===== config.mk =====
export PLATFORM = sky130hd
export DESIGN_NAME = ttag_stride
export DESIGN_NICKNAME = d
export VERILOG_FILES = /design/src/design/ttag_pkg.sv /design/src/design/ttag_stride.sv
export SDC_FILE = /design/constraint.sdc
export NUM_CORES = 1
export LEC_CHECK = 0
export ABC_AREA = 1
export BUFFER_PORTS_ARGS = -buffer_cell sky130_fd_sc_hd__buf_2
export CORE_MARGIN = 3
export CORE_UTILIZATION = 50
export CTS_BUF_LIST = sky130_fd_sc_hd__clkbuf_4 sky130_fd_sc_hd__clkbuf_8 sky130_fd_sc_hd__clkbuf_16
export DETAILED_ROUTE_END_ITERATION = 10
export PLACE_DENSITY = 0.81
export SETUP_SLACK_MARGIN = 0.05
export SYNTH_ARGS = -nofsm -noshare
export SYNTH_HDL_FRONTEND = slang
export SYNTH_SLANG_ARGS = --single-unit
export TNS_END_PERCENT = 100

===== constraint.sdc =====
create_clock -name clk -period 11.1 [get_ports clk]
set_input_delay 1.11 -clock clk [delete_from_list [all_inputs] [get_ports clk]]
set_output_delay 1.11 -clock clk [all_outputs]
set_load 0.02 [all_outputs]

===== src/design/ttag_pkg.sv =====
package ttag_pkg;

	// Fixed field widths of the block.
	localparam int NREG_DIMS      = 4;
	localparam int DIM_BITS       = 16;
	localparam int VALUE_BITS     = 32;
	localparam int RANK_BITS      = 3;
	localparam int PERM_BITS      = 8;
	localparam int OUT_ADDR_BITS  = 32;
	localparam int CFG_INDEX_BITS = 3;
	localparam int CFG_DATA_BITS  = 16;

	// Register indexes on the configuration port.
	localparam logic [CFG_INDEX_BITS-1:0] REG_RANK      = 3'd0;
	localparam logic [CFG_INDEX_BITS-1:0] REG_SIZE_DIM0 = 3'd1;
	localparam logic [CFG_INDEX_BITS-1:0] REG_SIZE_DIM1 = 3'd2;
	localparam logic [CFG_INDEX_BITS-1:0] REG_SIZE_DIM2 = 3'd3;
	localparam logic [CFG_INDEX_BITS-1:0] REG_SIZE_DIM3 = 3'd4;
	localparam logic [CFG_INDEX_BITS-1:0] REG_PERM      = 3'd5;

	// Reset values of the registers.
	localparam logic [RANK_BITS-1:0] RANK_RESET = 3'd4;
	localparam logic [DIM_BITS-1:0]  SIZE_RESET = 16'd1;
	localparam logic [PERM_BITS-1:0] PERM_RESET = 8'd228;

	typedef struct packed {
		logic [RANK_BITS-1:0]                rank;
		logic [NREG_DIMS-1:0][DIM_BITS-1:0] size;
		logic [PERM_BITS-1:0]                perm;
	} ttag_cfg_t;

	typedef enum logic {
		SEQ_IDLE,
		SEQ_RUN
	} ttag_seq_state_t;

	// Rank in use: zero counts as one, anything above the limit saturates.
	function automatic logic [RANK_BITS-1:0] ttag_eff_rank(
		input logic [RANK_BITS-1:0] rank,
		input logic [RANK_BITS-1:0] lim
	);
		logic [RANK_BITS-1:0] r;
		r = rank;
		if (r == '0) begin
			r = 3'd1;
		end
		if (r > lim) begin
			r = lim;
		end
		return r;
	endfunction

endpackage


===== src/design/ttag_stride.sv =====
module ttag_stride
	import ttag_pkg::*;
#(
	parameter int LIM = 4,
	parameter int AW  = 32
) (
	input  logic                   clk,
	input  logic                   arst_n,
	input  ttag_cfg_t              cfg,
	input  logic                   start,
	output logic                   busy,
	output logic [LIM-1:0][AW-1:0] stride
);

	localparam int KW = (LIM > 1) ? $clog2(LIM) : 1;

	ttag_seq_state_t        state_q, state_next;
	logic [KW-1:0]          k_q;
	logic [AW-1:0]          acc_q;
	logic [LIM-1:0][AW-1:0] stride_q;
	logic                   step;
	logic [RANK_BITS-1:0]   r;
	logic [1:0]             src;
	logic                   lane_live;
	logic [DIM_BITS-1:0]    ext;

	always_comb begin
		state_next = state_q;
		unique case (state_q)
			SEQ_IDLE: begin
				if (start) begin
					state_next = SEQ_RUN;
				end
			end
			SEQ_RUN: begin
				if (!start && k_q == '0) begin
					state_next = SEQ_IDLE;
				end
			end
			default: state_next = SEQ_IDLE;
		endcase
	end

	always_comb begin
		step = (state_q == SEQ_RUN) && !start;
		busy = (state_q == SEQ_RUN) || start;
	end

	// Extent of the output dimension at the current step; lanes beyond the
	// rank and selectors at or above it count as extent one.
	always_comb begin
		r         = ttag_eff_rank(cfg.rank, RANK_BITS'(LIM));
		src       = '0;
		lane_live = 1'b0;
		for (int k = 0; k < LIM; k++) begin
			if (k_q == KW'(k)) begin
				src       = cfg.perm[2*k +: 2];
				lane_live = RANK_BITS'(k) < r;
			end
		end
		ext = (lane_live && {1'b0, src} < r) ? cfg.size[src] : DIM_BITS'(1);
	end

	always_ff @(posedge clk or negedge arst_n) begin
		if (!arst_n) begin
			state_q  <= SEQ_IDLE;
			k_q      <= '0;
			acc_q    <= AW'(1);
			stride_q <= {LIM{AW'(1)}};
		end else begin
			state_q <= state_next;
			if (start) begin
				acc_q <= AW'(1);
				k_q   <= KW'(LIM - 1);
			end else if (step) begin
				stride_q[k_q] <= acc_q;
				acc_q         <= AW'(acc_q * ext);
				k_q           <= k_q - KW'(1);
			end
		end
	end

	assign stride = stride_q;

endmodule


==> results.toml, run 1 <==
[die]
die_w_um = 196
fp-row-count = 69
initial_core_util_pct = 50.7
die_h_um = 196
core_area_sq_um = 35700
die_area_sq_um = 38500
ioPinCount = 207

[critical_path]
cpMaxStageDelayCell = "inv_1"
arrival_ns = 9.92
cp.required_ns = 11.39
cp_max_fo = 33
path_common_cell = "inv_1"
worstReg2RegStart = "k_q[0]"
path_class = "reg2reg"
start_kind = "flop"
critPathLaunch = "k_q[0]"
end_kind = "flop"
slowest_delay_ns = 0.79

[timing]
drv_slew = 0
fin_tns_setup_ns = 0
finalCritPeriodShare_pct = 86.8
postLayoutSetupSlackWorst_ns = 1.46
max_freq_mhz = 104
maxSlewHeadroom_pct = 26.4
rsz0062_at_grt = "no"
setup_viol = 0
tightest_slew_ns = 1.10
finalCriticalPeriod_ns = 9.64
hold_ws_ns = 0.484
hold_viol = 0
clock_skew_ns = 0.00840

[clocking]
cts_setup_buffers = 0
clock-root-buffer = "clkbuf_16"
cts_buffers = 17
cts.sinks = 163
clkSlewWorstSetupHoldPaths_ns = 0.07
postCtsHoldBufs = 0
cts_tree = "built"
clock_latency_ns = 0.44
cts_htree_levels = 4
cts.repair.resized = 0
cts_buffer_depth = 2

[min_path]
min_from = "stride[72]"
hold_class = "reg2reg"

[place]
dp_hpwl_um = 43800
numPortBuffers = 206
dp.cells = 2799
dpl_worst_slack_ns = 1.44
placed_area_sq_um = 19400
gp_congestion = 1.02

[drt]
highest_layer = "met4"
ant_nets = 0
wl_met2_um = 26200
viasPerCell = 5.65
wl_um = 57600
routedWlPerCell_um = 20.3
drt_iter0_drc = 1776
vias = 16000
routedLengthMet1_um = 21100
wl_met3_um = 7010
first_pass_iters = 6
drc = 0

[synthesis]
syn_nets = 2674
yosysSeqAreaShare_pct = 22.6
postSynthCellCount = 2222
yosys.cell_types.count = 41
yosysMostFrequentCell = "nand2_1"
synth_area_sq_um = 18100
synth.yosys.warnings = 0
synth_common_cells = "541 x nand2_1, 467 x inv_1, 304 x fa_1"
yosys-top-cells-area = "fa_1 34%, dfrtp_1 22%, nand2_1 11%"
synth_edf_count = 0
synth-seq-cells = 163
avgSynthCellArea_sq_um = 8.14
ys_async_sr_fraction_pct = 100
synth_top_area_share_pct = 33.6
yosysTopAreaCell = "fa_1"
synthFlopType = "dfrtp_1"

[grt]
grt_pass1_wl_um = 91800
grt_max_degree = 84
antenna_found_initial = 0
grt.overflow.total = 0
grt_pass1_vias = 16800
grt_usage_pct = 30.9

[outcome]
status = "finished, final reports clean"

[cells_and_area]
drive_gt1_share_pct = 11.6
stdcell_area_sq_um = 20000
fin_cells = 2831
layout.nets = 2809
fill_cells = 3137
syn_to_final_growth_pct = 10.4
fin_util_pct = 56.0
antenna_cells = 0

[pwr]
p_leak_nw = 10.4
pwr-share-comb_pct = 71.2
power_density_nw_per_um2 = 289
power.switching_mw = 3.35
finalPower_mw = 5.78
switching_share_pct = 57.9
seqPwrFrac_pct = 18.2
power.share.clock_pct = 10.5
p_int_mw = 2.43
peakVddDrop_uv = 214

[run]
drv_cap = 0
## critical path: cells and delay by family, from the launching register on
kind | cells | cell delay (ns)
fa+ha+maj | 9 | 4.23
simple gates | 14 | 2.38
buf+inv | 10 | 1.42
compound gates | 7 | 1.06
flops | 1 | 0.41
## state kept, by name, summed over array words and instances, names as in the netlist
name	cells
state_q	1
stride	128
acc_q	32
k_q	2
## power by group through the flow
stage          sequential, mW  clock [mW]  combinational [mW]
2_1_floorplan            1.19           0                2.56
3_3_place_gp             1.04           0                3.88
3_5_place_dp             1.05           0                3.99
4_1_cts                  1.04       0.611                4.04
5_1_grt                  1.07       0.642                4.55
6_report                 1.05       0.610                4.12
## cells by family after synthesis
family                     count (synthesis)  share of synthesized area, %
xor gates and xnor gates                  10                         0.484
DFF                                      163                          22.6
buffers and inverters                    578                          12.2
AOI/OAI and AO/OA                        277                          8.18
and+or+nand+nor                          820                          18.1
adders and majority gates                374                          38.5
## per-layer routing
metal  vias up  GRT usage, %
met1      7804          39.2
met4         0          13.5
met5         -             0
met2      1083          49.5
met3       231          9.15
li1       6873             -
## final timing paths
check                                   to  slack, ns  cells after the start
worst max register to register   acc_q[27]       1.46                     40
worst min register to register  stride[72]       0.48                      2
min in group asynchronous       stride[68]       0.70                      1
worst min-delay path            stride[72]       0.48                      2
worst max-delay path             acc_q[27]       1.46                     40
max in group asynchronous        acc_q[29]       8.78                      2
## cell usage in the layout, fill, tap and decap left out, types with 9 or more instances in the layout
cell	instances
fa_1	304
o21ai_0	179
o22ai_1	12
buf_2	205
nand2_1	537
dfrtp_1	158
buf_4	9
nor2_1	190
nand4_1	9
ha_1	70
a21oi_1	51
clkbuf_16	17
nand3b_1	14
nand3_1	53
inv_1	467
## cell type report
| type | instances | area (sq um) | share of cell area [%] |
|---|---|---|---|
| inverter | 479 | 1800 | 9.00 |
| clock inverter | 15 | 183 | 0.914 |
| timing repair buffer | 215 | 1100 | 5.53 |
| tap | 461 | 577 | 2.89 |
| sequential | 163 | 4090 | 20.4 |
| multi-input combinational | 1481 | 11800 | 59.1 |
| clock buffer | 17 | 425 | 2.13 |
No activity file was read; power rests on OpenSTA's default activity.
==> run 2: changes to the inputs <==
Settings changed: GPL_TIMING_DRIVEN set to 0.
Clock period 11.1 ns to 9.7 ns, I/O delays scaled along.
==> results.toml, run 2 (synthesis results as in run 1) <==
[critical_path]
cpMaxStageDelayCell = "fa_1"
arrival_ns = 9.44
end_kind = "flop"
start_kind = "flop"
cp.required_ns = 9.96
slowest_delay_ns = 0.59
cp_top_family = "adder cells"
cp_max_fo = 10
path_class = "reg2reg"
cp.buffers_inverters = 11

[pwr]
peakVddDrop_uv = 219
p_leak_nw = 10.6
power_density_nw_per_um2 = 334
finalPower_mw = 6.81

[grt]
grt_usage_pct = 30.8
grt_pass1_wl_um = 92100
grt.overflow.total = 0
grt_max_degree = 87
grt_pass1_vias = 16800
antenna_found_initial = 0

[clocking]
cts_tree = "built"
clkSlewWorstSetupHoldPaths_ns = 0.07
postCtsHoldBufs = 0
clock-root-buffer = "clkbuf_16"
cts_setup_buffers = 0
cts_buffers = 17
clock_latency_ns = 0.43
cts.sinks = 163
cts_htree_levels = 4
cts.repair.resized = 0
cts_buffer_depth = 2

[cells_and_area]
largest_reg_flops = 128
layout.nets = 2899
stdcell_area_sq_um = 20400
drive_gt1_share_pct = 12.1
fin_cells = 2922
final_common_cell = "nand2_1"
fin_util_pct = 57.2
mostFrequentLayoutCells = "535 x nand2_1, 467 x inv_1, 304 x fa_1"
syn_to_final_growth_pct = 12.6

[die]
fp-row-count = 69
initial_core_util_pct = 50.7
die_area_sq_um = 38500
die_w_um = 196
ioPinCount = 207
core_area_sq_um = 35700
die_h_um = 196

[place]
dpl_worst_slack_ns = 0.0825
dp_hpwl_um = 45900
placed_area_sq_um = 19700
numPortBuffers = 205
gp_congestion = 0.990
dp.cells = 2889

[min_path]
hold_class = "reg2reg"

[timing]
postLayoutSetupSlackWorst_ns = 0.518
max_freq_mhz = 109
hold_viol = 0
clock_skew_ns = 0.0155
rsz0062_at_grt = "no"
finalCriticalPeriod_ns = 9.18
hold_ws_ns = 0.482
maxSlewHeadroom_pct = 38.2
fin_tns_setup_ns = 0
drv_slew = 0
finalCritPeriodShare_pct = 94.7
setup_viol = 0
tightest_slew_ns = 0.927

[drt]
ant_nets = 0
viasPerCell = 5.65
wl_um = 58100
drt_iter0_drc = 1786
routedWlPerCell_um = 19.9
vias = 16500
first_pass_iters = 5
drc = 0

[outcome]
status = "finished, final reports clean"

[run]
drv_cap = 0
## run 2: cell types whose count changed in the layout (fill, tap and decap cells not counted), sizes merged
cell	change
inv	-3
clkinv	-1
clkinvlp	+2
buf	+11
bufinv	+1
clkbuf	+80
diode	+1
## run 2: area by class of cell
cell class              instances  area (sq um)
inverters                     479          1800
well taps                     461           577
repair buffers                206          1060
clock buffers                  18           433
plain buffers                  99           429
diodes                          1          2.50
multi-input cells            1481         11800
flip-flops and latches        163          4090
clock inverters                14           170
fillers                      3112         15300
## run 2: final timing paths
check | startpoint | end | slack [ns] | cells past startpoint
max in group asynchronous | arst_n | stride[0] | 8.22 | 2
min | stride[126] | stride[126] | 0.48 | 2
min reg2reg | stride[126] | stride[126] | 0.48 | 2
max reg2reg | k_q[0] | acc_q[29] | 0.52 | 36
max | k_q[0] | acc_q[29] | 0.52 | 36
min in group asynchronous | arst_n | stride[6] | 0.59 | 1
## run 2: layer usage
layer | up-vias | share of wire (%) | track usage, %
li1 | 7062 | - | -
met1 | 8156 | 37 | 39.8
met2 | 1075 | 47 | 51.0
met3 | 206 | 11 | 6.20
met4 | 0 | 5.2 | 12.7
met5 | - | 0 | 0
## run 2: tightest hold or removal path: cells and delay by family, from the launching register on
| family | cells | cell delay, ns |
|---|---|---|
| AND/OR/NAND/NOR | 1 | 0.05 |
| AO/OA/AOI/OAI | 1 | 0.06 |
| flip-flops | 1 | 0.34 |
## run 2: power by group
| group | switching [mW] | internal, mW |
|---|---|---|
| Clock | 0.309 | 0.392 |
| Sequential | 0.182 | 0.953 |
| Combinational | 3.44 | 1.53 |
