[src/design/ttag_queue.sv]
module ttag_queue #(
	parameter type entry_t = logic,
	parameter int  DEPTH   = 4
) (
	input  logic   clk,
	input  logic   arst_n,
	input  logic   push,
	input  entry_t wdata,
	input  logic   pop,
	output entry_t rdata,
	output logic   full,
	output logic   empty
);

	// DEPTH must be a power of two so that the pointers wrap by themselves; the queue itself does not check this.
	localparam int PW = (DEPTH > 1) ? $clog2(DEPTH) : 1;

	entry_t        mem_q [DEPTH];
	logic [PW-1:0] wr_q;
	logic [PW-1:0] rd_q;
	logic [PW:0]   cnt_q;

	assign full  = cnt_q == (PW + 1)'(DEPTH);
	assign empty = cnt_q == '0;
	assign rdata = mem_q[rd_q];

	always_ff @(posedge clk) begin
		if (push) begin
			mem_q[wr_q] <= wdata;
		end
	end

	always_ff @(posedge clk or negedge arst_n) begin
		if (!arst_n) begin
			wr_q  <= '0;
			rd_q  <= '0;
			cnt_q <= '0;
		end else begin
			if (push) begin
				wr_q <= wr_q + PW'(1);
			end
			if (pop) begin
				rd_q <= rd_q + PW'(1);
			end
			if (push && !pop) begin
				cnt_q <= cnt_q + (PW + 1)'(1);
			end else if (pop && !push) begin
				cnt_q <= cnt_q - (PW + 1)'(1);
			end
		end
	end

endmodule

[config.mk]
export PLATFORM = sky130hd
export DESIGN_NAME = ttag_queue
export DESIGN_NICKNAME = d
export VERILOG_FILES = /design/src/design/ttag_queue.sv
export SDC_FILE = /design/constraint.sdc
export NUM_CORES = 1
export LEC_CHECK = 0
export BUFFER_PORTS_ARGS = -buffer_cell sky130_fd_sc_hd__buf_2
export CAP_MARGIN = 20
export CORE_MARGIN = 10
export CORE_UTILIZATION = 40
export DETAILED_ROUTE_END_ITERATION = 8
export PLACE_DENSITY = 0.69
export SYNTH_ARGS = -nofsm -noshare
export SYNTH_HDL_FRONTEND = slang
export SYNTH_SLANG_ARGS = --single-unit
[constraint.sdc]
create_clock -name clk -period 1.5 [get_ports clk]
set_input_delay 0.225 -clock clk [delete_from_list [all_inputs] [get_ports clk]]
set_output_delay 0.225 -clock clk [all_outputs]
set_load 0.02 [all_outputs]
==> impl_results.rst, run 1 <==
.. list-table::
   :header-rows: 1

   * - Metric
     - Value
   * - Result of the run
     - finished with violations
   * - Violated checks
     - negative setup slack
   * - Max Clk Rate
     - 662 MHz
   * - Count of maximum capacitance violations
     - 0
   * - Final Non-Filler Cells
     - 69
   * - Post-synth EDFFs
     - 4
   * - Post-synth top area share
     - 0.329
   * - Synthesis-to-finish area growth
     - 22.3%
   * - Worst hold endpoint
     - rd_q[0]$_DFFE_PN0P_
   * - Static Leakage
     - 0.303 nW
   * - RD Place Congestion
     - 0.652
   * - Path type of the worst min-delay path
     - primary input to flop
   * - Die span in x
     - 56.5 um
   * - XOR/XNOR Fraction of Synth Area
     - 0.0986
   * - Via count of the first global-routing pass
     - 356
   * - Adder-Cell Fraction of Synth Area
     - 0.155
   * - Detailed Routing Iterations Pass 1
     - 2
   * - Prevailing post-synth register cell
     - dfrtp_1
   * - Starting density of the core
     - 0.415
   * - Number of nets in the layout
     - 66
   * - Total power per unit cell area
     - 1800 nW/um^2
   * - Number of instances in the placed design
     - 63
   * - Kind of start point of the critical path
     - flop
   * - Row Count
     - 13
   * - Worst relative slew slack
     - 0.873
   * - Drt wl/cell
     - 12.3 um
   * - Die Footprint
     - 3190 sq um
   * - Register-to-Register Setup Slack
     - 0.14 ns
   * - Cell variety after synth
     - 15
   * - Total number of yosys warnings
     - 0
   * - Source-to-sink clock delay at the later pin of the worst-skew pair
     - 0.26 ns
   * - Final Hold Viols
     - 0
   * - Minimum clock period
     - 1.51 ns
   * - DRC violations left
     - 0
   * - Grt total ovfl
     - 0
   * - Minimum setup slack in the final design
     - -0.0113 ns
   * - Final Routed Wirelength
     - 846 um
   * - Worst Path Arrival
     - 1.29 ns
   * - Hold Crit Start
     - pop
   * - TritonCTS clock tree
     - built
   * - Chip Height
     - 56.5 um
   * - Number of vias per cell
     - 4.51
   * - Area of the multi-input gates
     - 223 sq um
   * - Leading cell types by count after synthesis
     - 7 x dfrtp_1, 5 x ha_1
   * - Final Util
     - 0.507
   * - Most common cell in the netlist
     - dfrtp_1
   * - N_diodes
     - 0
   * - Worst-case clock skew
     - 0.00146 ns
   * - Slew at the pin with the worst max-slew slack
     - 0.191 ns
   * - Post-Synthesis Cell Area
     - 533 sq um
   * - Number of buffers created by CTS
     - 3
   * - Register area
     - 295 sq um
   * - HPWL after detailed placement
     - 637 um
   * - Critical path type
     - flop to primary output
   * - Number of stages on the worst hold path
     - 2
   * - R2r startpoint
     - cnt_q[0]$_DFFE_PN0P_
   * - Syn Nets
     - 50
   * - Reg-to-reg critical path endpoint
     - cnt_q[2]$_DFFE_PN0P_
   * - Fraction of registers with async set/reset
     - 0.636
   * - Crit end category
     - primary output
   * - Post-synthesis sequential element count
     - 11
   * - Clock root buffer master
     - clkbuf_4
   * - Post-route cell area
     - 652 sq um
   * - Critical path required time
     - 1.27 ns
   * - Post-route clock period utilization
     - 1.01
   * - Clk pin slew, worst setup/hold paths
     - 0.07 ns
   * - H-tree depth reported by CTS
     - 1
   * - Cells taking the most area after synthesis
     - dfrtp_1 33%, edfxtp_1 23%, ha_1 12%, xor2_1 6.6%, and2_1 4.7%
   * - Worst-case clock buffer depth
     - 2
   * - Pin count of the biggest net entering global routing
     - 8
   * - Main combinational cell family by area after synthesis
     - adder cells
   * - Cell count of the worst reg-to-reg path
     - 4
   * - Critical-path maximum fanout
     - 2
   * - GRT Resource Usage Total
     - 0.0615
   * - Number of design-rule violations left by the first detailed-router iteration
     - 2
   * - Cell accounting for the most synthesized area
     - dfrtp_1
   * - Maximum ir drop on the vdd rail
     - 661 uV
   * - Antenna Violating Nets Remaining
     - 0
   * - Vias
     - 311
   * - Filler Cells Inserted
     - 118
   * - Cell Area, Placed
     - 602 sq um
   * - Unrepaired setup endpoints after global routing
     - true
   * - Number of instances in the synthesized netlist
     - 39
   * - Slew Limit Fails
     - 0
   * - Compound-Gate Fraction of Synth Area
     - 0.00939
   * - Core outline area
     - 1280 sq um
   * - Simple-gate area share of the yosys netlist
     - 0.0915
   * - Share of final-layout standard cells stronger than drive strength 1
     - 0.278
   * - CTS sink cnt
     - 11
   * - Number of antenna violations at the first check in global routing
     - 0
   * - Placement Setup Slack
     - 0.0266 ns
   * - First-pass GRT wire length
     - 1510 um
   * - Share of the yosys chip area belonging to registers
     - 0.554
   * - Total of buffers placed on input and output ports
     - 7
   * - Setup violators final
     - 1
   * - Mux contribution to synthesized area
     - 0.0634
   * - Num ports
     - 8
   * - Per-instance average area after synthesis
     - 13.7 sq um
[cells in the final DEF (no fill, tap or decap)]
cell / n
clkbuf_1: 1
mux2_2: 1
buf_6: 1
o21ai_0: 1
dlygate4sd3_1: 1
ha_1: 5
clkbuf_4: 3
fa_1: 1
xor2_1: 4
mux4_2: 1
buf_4: 3
nand2_1: 2
xnor2_1: 2
nor3b_1: 1
buf_2: 6
and2_1: 4
nor2_1: 1
nor3_1: 1
edfxtp_1: 4
dfrtp_1: 7
inv_1: 4
[per-stage QoR]
step           power [mW]  setup TNS [ns]  hold slack, ns
2_1_floorplan       0.829               0         -0.0706
3_3_place_gp        0.927               0          0.0639
3_5_place_dp        0.946               0          0.0677
4_1_cts              1.19         -0.0183           0.173
5_1_grt              1.29         -0.0716           0.161
6_report             1.18         -0.0113           0.174
[logic make-up (layout without fill, tap and decap cells)]
family,Yosys count,count (layout)
flip-flops,11,11
AND/OR/NAND/NOR,9,9
adder cells (fa/ha/maj),6,6
XOR/XNOR,6,6
buffers and inverters,4,19
multiplexers,2,2
AO/OA/AOI/OAI,1,1
[routing by layer]
metal	GRT usage	vias up	routed length, um
li1	-	155	-
met1	0.0538	146	350
met2	0.102	8	422
met3	0.0449	2	58
met4	0.0309	0	14
met5	0	-	0
[registers in the layout (all words and copies together) (netlist names)]
name   count
cnt_q      3
wr_q       2
mem_q      4
rd_q       2
[cell type report]
type | instances | share of cell area
Sequential cell | 11 | 0.453
Clock buffer | 4 | 0.0403
Timing Repair Buffer | 11 | 0.113
Inverter | 4 | 0.0230
Multi-Input combinational cell | 24 | 0.342
Tap cell | 15 | 0.0288
[repair_timing]
action	4_1_cts	5_1_grt
hold endpoints to repair	7	0
hold buffers	1	0
resized for setup	2	0
setup buffers	1	0
setup endpoints to repair	1	1
[where the power goes]
group	switching, mW	total [mW]	internal, mW
clock network	0.0928	0.196	0.103
registers	0.109	0.544	0.435
logic	0.200	0.436	0.236
total	0.402	1.18	0.773
[worst max-delay path, cell delays in order, from the launching register on]
cell	delay [ns]
dfrtp_1	0.37
mux4_2	0.51
buf_6	0.15
[worst max path at each step]
stage,start,endpoint,slack [ns],cells past startpoint
2_1_floorplan,cnt_q[0]$_DFFE_PN0P_,cnt_q[2]$_DFFE_PN0P_,0.20,4
3_3_place_gp,pop,cnt_q[2]$_DFFE_PN0P_,0.06,8
3_5_place_dp,pop,cnt_q[2]$_DFFE_PN0P_,0.03,8
4_1_cts,rd_q[0]$_DFFE_PN0P_,rdata,-0.02,2
5_1_grt,rd_q[0]$_DFFE_PN0P_,rdata,-0.07,2
6_report,rd_q[0]$_DFFE_PN0P_,rdata,-0.01,2
Note: power is estimated with default switching activity, not from simulation.
==> run 2, diff against run 1 <==
MAX_ROUTING_LAYER = met4   (was unset)
SKIP_CTS_REPAIR_TIMING = 1   (was unset)
==> impl_results.rst, run 2 (same netlist as run 1, synthesis figures left out) <==
.. list-table::
   :header-rows: 1

   * - Metric
     - Value
   * - Post-route clock period utilization
     - 1.02 (+0.00925)
   * - Drt wl/cell
     - 12.3 um (+0.47%)
   * - Final Routed Wirelength
     - 850 um (+0.47%)
   * - Share of final-layout standard cells stronger than drive strength 1
     - 0.278 (unchanged)
   * - Result of the run
     - finished with violations
   * - Source-to-sink clock delay at the later pin of the worst-skew pair
     - 0.26 ns (about the same)
   * - Number of buffers created by CTS
     - 3 (unchanged)
   * - Met1 usage in global routing
     - 0.0524 (-0.00141)
   * - GRT Resource Usage Total
     - 0.0617 (+0.000149)
   * - Setup violators final
     - 1 (unchanged)
   * - Switching power as a share of total power
     - 0.343 (about the same)
   * - Maximum ir drop on the vdd rail
     - 659 uV (-0.29%)
   * - Static Leakage
     - 0.303 nW (unchanged)
   * - Count of maximum capacitance violations
     - 0 (unchanged)
   * - Most common library cell in the layout ignoring fill and taps
     - dfrtp_1
   * - Global routing met2 resource utilization
     - 0.0972 (-0.00470)
   * - Layer carrying the most global-route usage
     - met2
   * - Critical path required time
     - 1.27 ns (about the same)
   * - Synthesis-to-finish area growth
     - 22.3% (unchanged)
   * - Highest-count cells in the layout ignoring fill and taps
     - 7 x dfrtp_1, 6 x buf_2, 5 x ha_1
   * - Antenna Violating Nets Remaining
     - 0 (unchanged)
   * - Pin count of the biggest net entering global routing
     - 8 (unchanged)
   * - Total of buffers placed on input and output ports
     - 7 (unchanged)
   * - Sequential group share of total power
     - 0.465 (+0.002)
   * - Chip Height
     - 56.5 um (unchanged)
   * - Worst-case clock buffer depth
     - 2 (unchanged)
   * - Kind of start point of the critical path
     - flop
   * - Max Clk Rate
     - 656 MHz (-0.91%)
   * - TritonCTS clock tree
     - built
   * - H-tree depth reported by CTS
     - 1 (unchanged)
   * - Num ports
     - 8 (unchanged)
   * - Worst-case clock skew
     - 0.00140 ns (-0.0000657 ns)
   * - Filler Cells Inserted
     - 116 (-1.7%)
   * - DRC violations left
     - 0 (unchanged)
   * - Crit end category
     - primary output
   * - Number of nets in the layout
     - 66 (unchanged)
   * - Worst relative slew slack
     - 0.873 (about the same)
   * - Die span in x
     - 56.5 um (unchanged)
   * - Worst setup path start
     - rd_q[0]$_DFFE_PN0P_
   * - Row Count
     - 13 (unchanged)
   * - Worst Path Arrival
     - 1.30 ns (about the same)
   * - Grt total ovfl
     - 0 (unchanged)
   * - Fraction of power consumed by combinational cells
     - 0.369 (-0.002)
   * - Share of total power in the clock network
     - 0.166 (about the same)
   * - Path type of the worst min-delay path
     - primary input to flop
   * - Unrepaired setup endpoints after global routing
     - true
   * - RD Place Congestion
     - 0.658 (+0.90%)
   * - Vias
     - 313 (+0.64%)
   * - CTS sink cnt
     - 11 (unchanged)
   * - Violated checks
     - negative setup slack
   * - Hold Crit Start
     - pop
   * - Met3 demand-to-capacity share in global routing
     - 0.0472 (+0.00225)
   * - Power dissipated by switching net loads
     - 0.403 mW (+0.10%)
   * - Final Util
     - 0.507 (unchanged)
   * - Final Hold Viols
     - 0 (unchanged)
   * - Int Power
     - 0.773 mW (about the same)
   * - First-pass GRT wire length
     - 1480 um (-1.9%)
   * - Detailed Routing Iterations Pass 1
     - 2 (unchanged)
   * - R2r startpoint
     - cnt_q[0]$_DFFE_PN0P_
   * - N_diodes
     - 0 (unchanged)
   * - Via count of the first global-routing pass
     - 343 (-3.7%)
   * - Register with the most flip-flops
     - mem_q
   * - Slew at the pin with the worst max-slew slack
     - 0.191 ns (+0.0000472 ns)
   * - Max FFs per register
     - 4 (unchanged)
   * - Slew Limit Fails
     - 0 (unchanged)
   * - Clock root buffer master
     - clkbuf_4
   * - Die Footprint
     - 3190 sq um (unchanged)
   * - Minimum setup slack in the final design
     - -0.0252 ns (-0.0139 ns)
   * - Number of antenna violations at the first check in global routing
     - 0 (unchanged)
   * - Number of design-rule violations left by the first detailed-router iteration
     - 2 (unchanged)
   * - Critical path type
     - flop to primary output
   * - Critical-path maximum fanout
     - 2 (unchanged)
   * - Starting density of the core
     - 0.415 (unchanged)
   * - Minimum clock period
     - 1.53 ns (+0.0139 ns)
   * - Largest registers
     - mem_q x4, cnt_q x3
   * - Total power per unit cell area
     - 1800 nW/um^2 (about the same)
   * - Number of vias per cell
     - 4.54 (+0.64%)
   * - HPWL after detailed placement
     - 637 um (unchanged)
   * - Core outline area
     - 1280 sq um (unchanged)
   * - Clk pin slew, worst setup/hold paths
     - 0.07 ns (about the same)
   * - Placement Setup Slack
     - 0.0266 ns (unchanged)
==> run 2: cell counts in the layout (fill, tap and decap cells not counted) <==
No cell type changed its count.
==> run 2: metrics by stage <==
| stage | total power [mW] | TNS (ns) | hold slack, ns | cells | instance area (sq um) |
|---|---|---|---|---|---|
| 4_1_cts | 1.15 | -0.0742 | -0.218 | 67 | 628 |
| 5_1_grt | 1.29 | -0.0829 | 0.161 | 69 | 652 |
| 3_5_place_dp | 0.946 | 0 | 0.0677 | 63 | 602 |
| 2_1_floorplan | 0.829 | 0 | -0.0706 | 39 | 533 |
| 3_3_place_gp | 0.927 | 0 | 0.0639 | 63 | 602 |
| 6_report | 1.18 | -0.0252 | 0.172 | 69 | 652 |
==> run 2: per-layer routing <==
metal,wire length (um),share of wire,vias up
met1,352,0.41,148
li1,-,-,155
met3,58,0.068,2
met4,14,0.016,0
met5,0,0,-
met2,424,0.50,8
==> run 2: path summary, 6_finish.rpt <==
kind | end | slack (ns) | cells after the start
setup / recovery | rdata | -0.03 | 2
hold / removal | rd_q[0]$_DFFE_PN0P_ | 0.17 | 2
setup reg to reg | cnt_q[2]$_DFFE_PN0P_ | 0.14 | 4
hold reg to reg | rd_q[1]$_DFFE_PN0P_ | 0.49 | 1
max in group asynchronous | wr_q[0]$_DFFE_PN0P_ | 1.02 | 2
min in group asynchronous | rd_q[0]$_DFFE_PN0P_ | 0.32 | 2
==> run 2: cell type report <==
cell class | instances | area, sq um | area share
clock buffer | 4 | 26.3 | 0.0403
timing repair buffer | 11 | 73.8 | 0.113
tap | 15 | 18.8 | 0.0288
multi-input combinational | 24 | 223 | 0.342
inverter | 4 | 15.0 | 0.0230
sequential | 11 | 295 | 0.453
==> run 2: power by group through the flow <==
| stage | combinational (mW) | sequential, mW | clock, mW |
|---|---|---|---|
| after global placement | 0.374 | 0.553 | 0 |
| after CTS | 0.395 | 0.554 | 0.200 |
| after floorplan | 0.300 | 0.529 | 0 |
| after detailed placement | 0.388 | 0.558 | 0 |
| after global routing | 0.496 | 0.576 | 0.221 |
| final | 0.434 | 0.546 | 0.196 |
==> run 2: worst max-delay path, stage by stage (launching register included) <==
cell     delay, ns
dfrtp_1       0.38
mux4_2        0.51
buf_6         0.15
==> run 3, diff against run 2 <==
RECOVER_POWER = 50   (was unset)
clock period = 1.45 ns   (was 1.5 ns; I/O delays follow)
==> impl_results.rst, run 3 (same netlist as run 1, synthesis figures left out) <==
.. list-table::
   :header-rows: 1

   * - Metric
     - Value
   * - Result of the run
     - finished with violations
   * - Violated checks
     - negative setup slack
   * - Register-to-Register Setup Slack
     - 0.07 ns (-0.07 ns)
   * - Starting density of the core
     - 0.415 (unchanged)
   * - Setup violators final
     - 1 (unchanged)
   * - Die Footprint
     - 3190 sq um (unchanged)
   * - Antenna Violating Nets Remaining
     - 0 (unchanged)
   * - R2r startpoint
     - cnt_q[0]$_DFFE_PN0P_
   * - Drt wl/cell
     - 11.9 um (-3.6%)
   * - Buffers and inverters on the worst path
     - 1 (unchanged)
   * - Critical-path maximum fanout
     - 2 (unchanged)
   * - Number of buffers created by CTS
     - 3 (unchanged)
   * - GRT Resource Usage Total
     - 0.0611 (-0.000549)
   * - Crit end category
     - primary output
   * - Minimum clock period
     - 1.53 ns
   * - Minimum setup slack in the final design
     - -0.0839 ns (-0.0587 ns)
   * - RD Place Congestion
     - 0.721 (+9.5%)
   * - Cell count of the worst reg-to-reg path
     - 4 (unchanged)
   * - Max incr delay on CP
     - 0.51 ns (about the same)
   * - Number of stages on the worst hold path
     - 1 (-1)
   * - H-tree depth reported by CTS
     - 1 (unchanged)
   * - Final Hold Viols
     - 0 (unchanged)
   * - Worst relative slew slack
     - 0.725 (-0.148)
   * - Register with the most flip-flops
     - mem_q
   * - Final Util
     - 0.519 (+0.0117)
   * - Critical path required time
     - 1.23 ns (-0.04 ns)
   * - Clock root buffer master
     - clkbuf_4
   * - Detailed Routing Iterations Pass 1
     - 2 (unchanged)
   * - Critical path type
     - flop to primary output
   * - Worst-path cell chain
     - mux4_2 > buf_6
   * - Row Count
     - 13 (unchanged)
   * - Number of nets in the layout
     - 68 (+3.0%)
   * - Worst-path cell with the longest stage delay
     - mux4_2
   * - Vias
     - 312 (-0.32%)
   * - Number of vias per cell
     - 4.39 (-3.1%)
   * - Unrepaired setup endpoints after global routing
     - true
   * - DRC violations left
     - 0 (unchanged)
   * - Max Clk Rate
     - 652 MHz
   * - Reg-to-reg critical path endpoint
     - cnt_q[2]$_DFFE_PN0P_
   * - CTS sink cnt
     - 11 (unchanged)
   * - Highest-count cells in the layout ignoring fill and taps
     - 6 x dfrtp_1, 5 x ha_1, 5 x buf_4
   * - N_diodes
     - 0 (unchanged)
   * - Clk pin slew, worst setup/hold paths
     - 0.07 ns (about the same)
   * - Placement Setup Slack
     - -0.0632 ns (-0.0898 ns)
   * - Final Routed Wirelength
     - 843 um (-0.82%)
   * - Number of design-rule violations left by the first detailed-router iteration
     - 2 (unchanged)
   * - Worst hold endpoint
     - mem_q[0]$_DFFE_PP_
   * - Filler Cells Inserted
     - 117 (+0.86%)
   * - First-pass GRT wire length
     - 1470 um (-0.94%)
   * - Max FFs per register
     - 4 (unchanged)
   * - Maximum ir drop on the vdd rail
     - 710 uV (+7.7%)
   * - Slew at the pin with the worst max-slew slack
     - 0.413 ns (+0.222 ns)
   * - Total power per unit cell area
     - 1890 nW/um^2 (+4.5%)
   * - Source-to-sink clock delay at the later pin of the worst-skew pair
     - 0.27 ns (about the same)
   * - Number of antenna violations at the first check in global routing
     - 0 (unchanged)
   * - Count of maximum capacitance violations
     - 0 (unchanged)
   * - Largest registers
     - mem_q x4, cnt_q x3
   * - Grt total ovfl
     - 0 (unchanged)
   * - Hold Crit Start
     - wdata
   * - Slew Limit Fails
     - 0 (unchanged)
   * - Chip Height
     - 56.5 um (unchanged)
   * - Most common library cell in the layout ignoring fill and taps
     - dfrtp_1
   * - Post-route clock period utilization
     - 1.06
   * - TritonCTS clock tree
     - built
   * - Core outline area
     - 1280 sq um (unchanged)
   * - Worst-case clock buffer depth
     - 2 (unchanged)
   * - HPWL after detailed placement
     - 662 um (+3.9%)
   * - Die span in x
     - 56.5 um (unchanged)
   * - Worst Path Arrival
     - 1.32 ns (+0.02 ns)
   * - Path type of the worst min-delay path
     - primary input to flop
   * - Pin count of the biggest net entering global routing
     - 8 (unchanged)
   * - Via count of the first global-routing pass
     - 336 (-2.0%)
   * - Total of buffers placed on input and output ports
     - 7 (unchanged)
   * - Kind of start point of the critical path
     - flop
   * - Synthesis-to-finish area growth
     - 25.1%
   * - Cell type group with the largest total delay on the critical path
     - multiplexers
   * - Static Leakage
     - 0.309 nW (+1.9%)
   * - Share of final-layout standard cells stronger than drive strength 1
     - 0.304 (+0.0258)
   * - Worst-case clock skew
     - 0.000951 ns (-0.000445 ns)
   * - Num ports
     - 8 (unchanged)
run 3: cell types whose count changed in the layout (fill, tap and decap cells not counted):
cell / delta
clkinv_2: +1
buf_4: +2
dfrtp_2: +1
clkbuf_1: +1
dfrtp_1: -1
buf_2: -2
run 3: worst reg2reg max path, cell delays in order (launching register included):
cell and delay [ns]:
dfrtp_2 0.44, fa_1 0.44, xor2_1 0.15, nor2_1 0.11, xor2_1 0.18
run 3: layout make-up:
class,instances,area (sq um),share of cell area
clock buffers,3,22.5,0.0338
clock inverters,1,5.00,0.00750
inverters,4,15.0,0.0225
multi-input cells,24,223,0.334
flip-flops and latches,11,297,0.445
well taps,15,18.8,0.0281
repair buffers,13,86.3,0.129
run 3: where the power goes:
part | switching [mW] | internal [mW] | total (mW)
sequential | 0.110 | 0.452 | 0.562
clock | 0.110 | 0.102 | 0.212
combinational | 0.219 | 0.264 | 0.483
total | 0.439 | 0.818 | 1.26
run 3: worst max path at each step:
stage / depth (start not counted) / start / slack [ns] / endpoint
after detailed placement: 8 / pop / -0.06 / cnt_q[2]$_DFFE_PN0P_
final: 2 / rd_q[0]$_DFFE_PN0P_ / -0.08 / rdata
after CTS: 2 / rd_q[0]$_DFFE_PN0P_ / -0.14 / rdata
after floorplan: 4 / cnt_q[0]$_DFFE_PN0P_ / 0.15 / cnt_q[2]$_DFFE_PN0P_
after global placement: 8 / pop / 0.01 / cnt_q[2]$_DFFE_PN0P_
after global routing: 2 / rd_q[0]$_DFFE_PN0P_ / -0.13 / rdata
run 3: per-stage QoR:
stage	power, mW	instance area [sq um]	instances	hold slack, ns	TNS (ns)
2_1_floorplan	0.858	533	39	-0.0781	0
6_report	1.26	667	71	0.203	-0.0839
3_3_place_gp	0.964	609	64	0.0639	0
3_5_place_dp	0.993	609	64	0.0688	-0.0632
4_1_cts	1.21	637	68	-0.229	-0.137
5_1_grt	1.37	667	71	0.235	-0.134
run 3: per-layer routing:
metal | routed length (um) | track usage
met2 | 371 | 0.0862
met4 | 23 | 0.0412
met5 | 0 | -
met1 | 401 | 0.0649
met3 | 46 | 0.0315
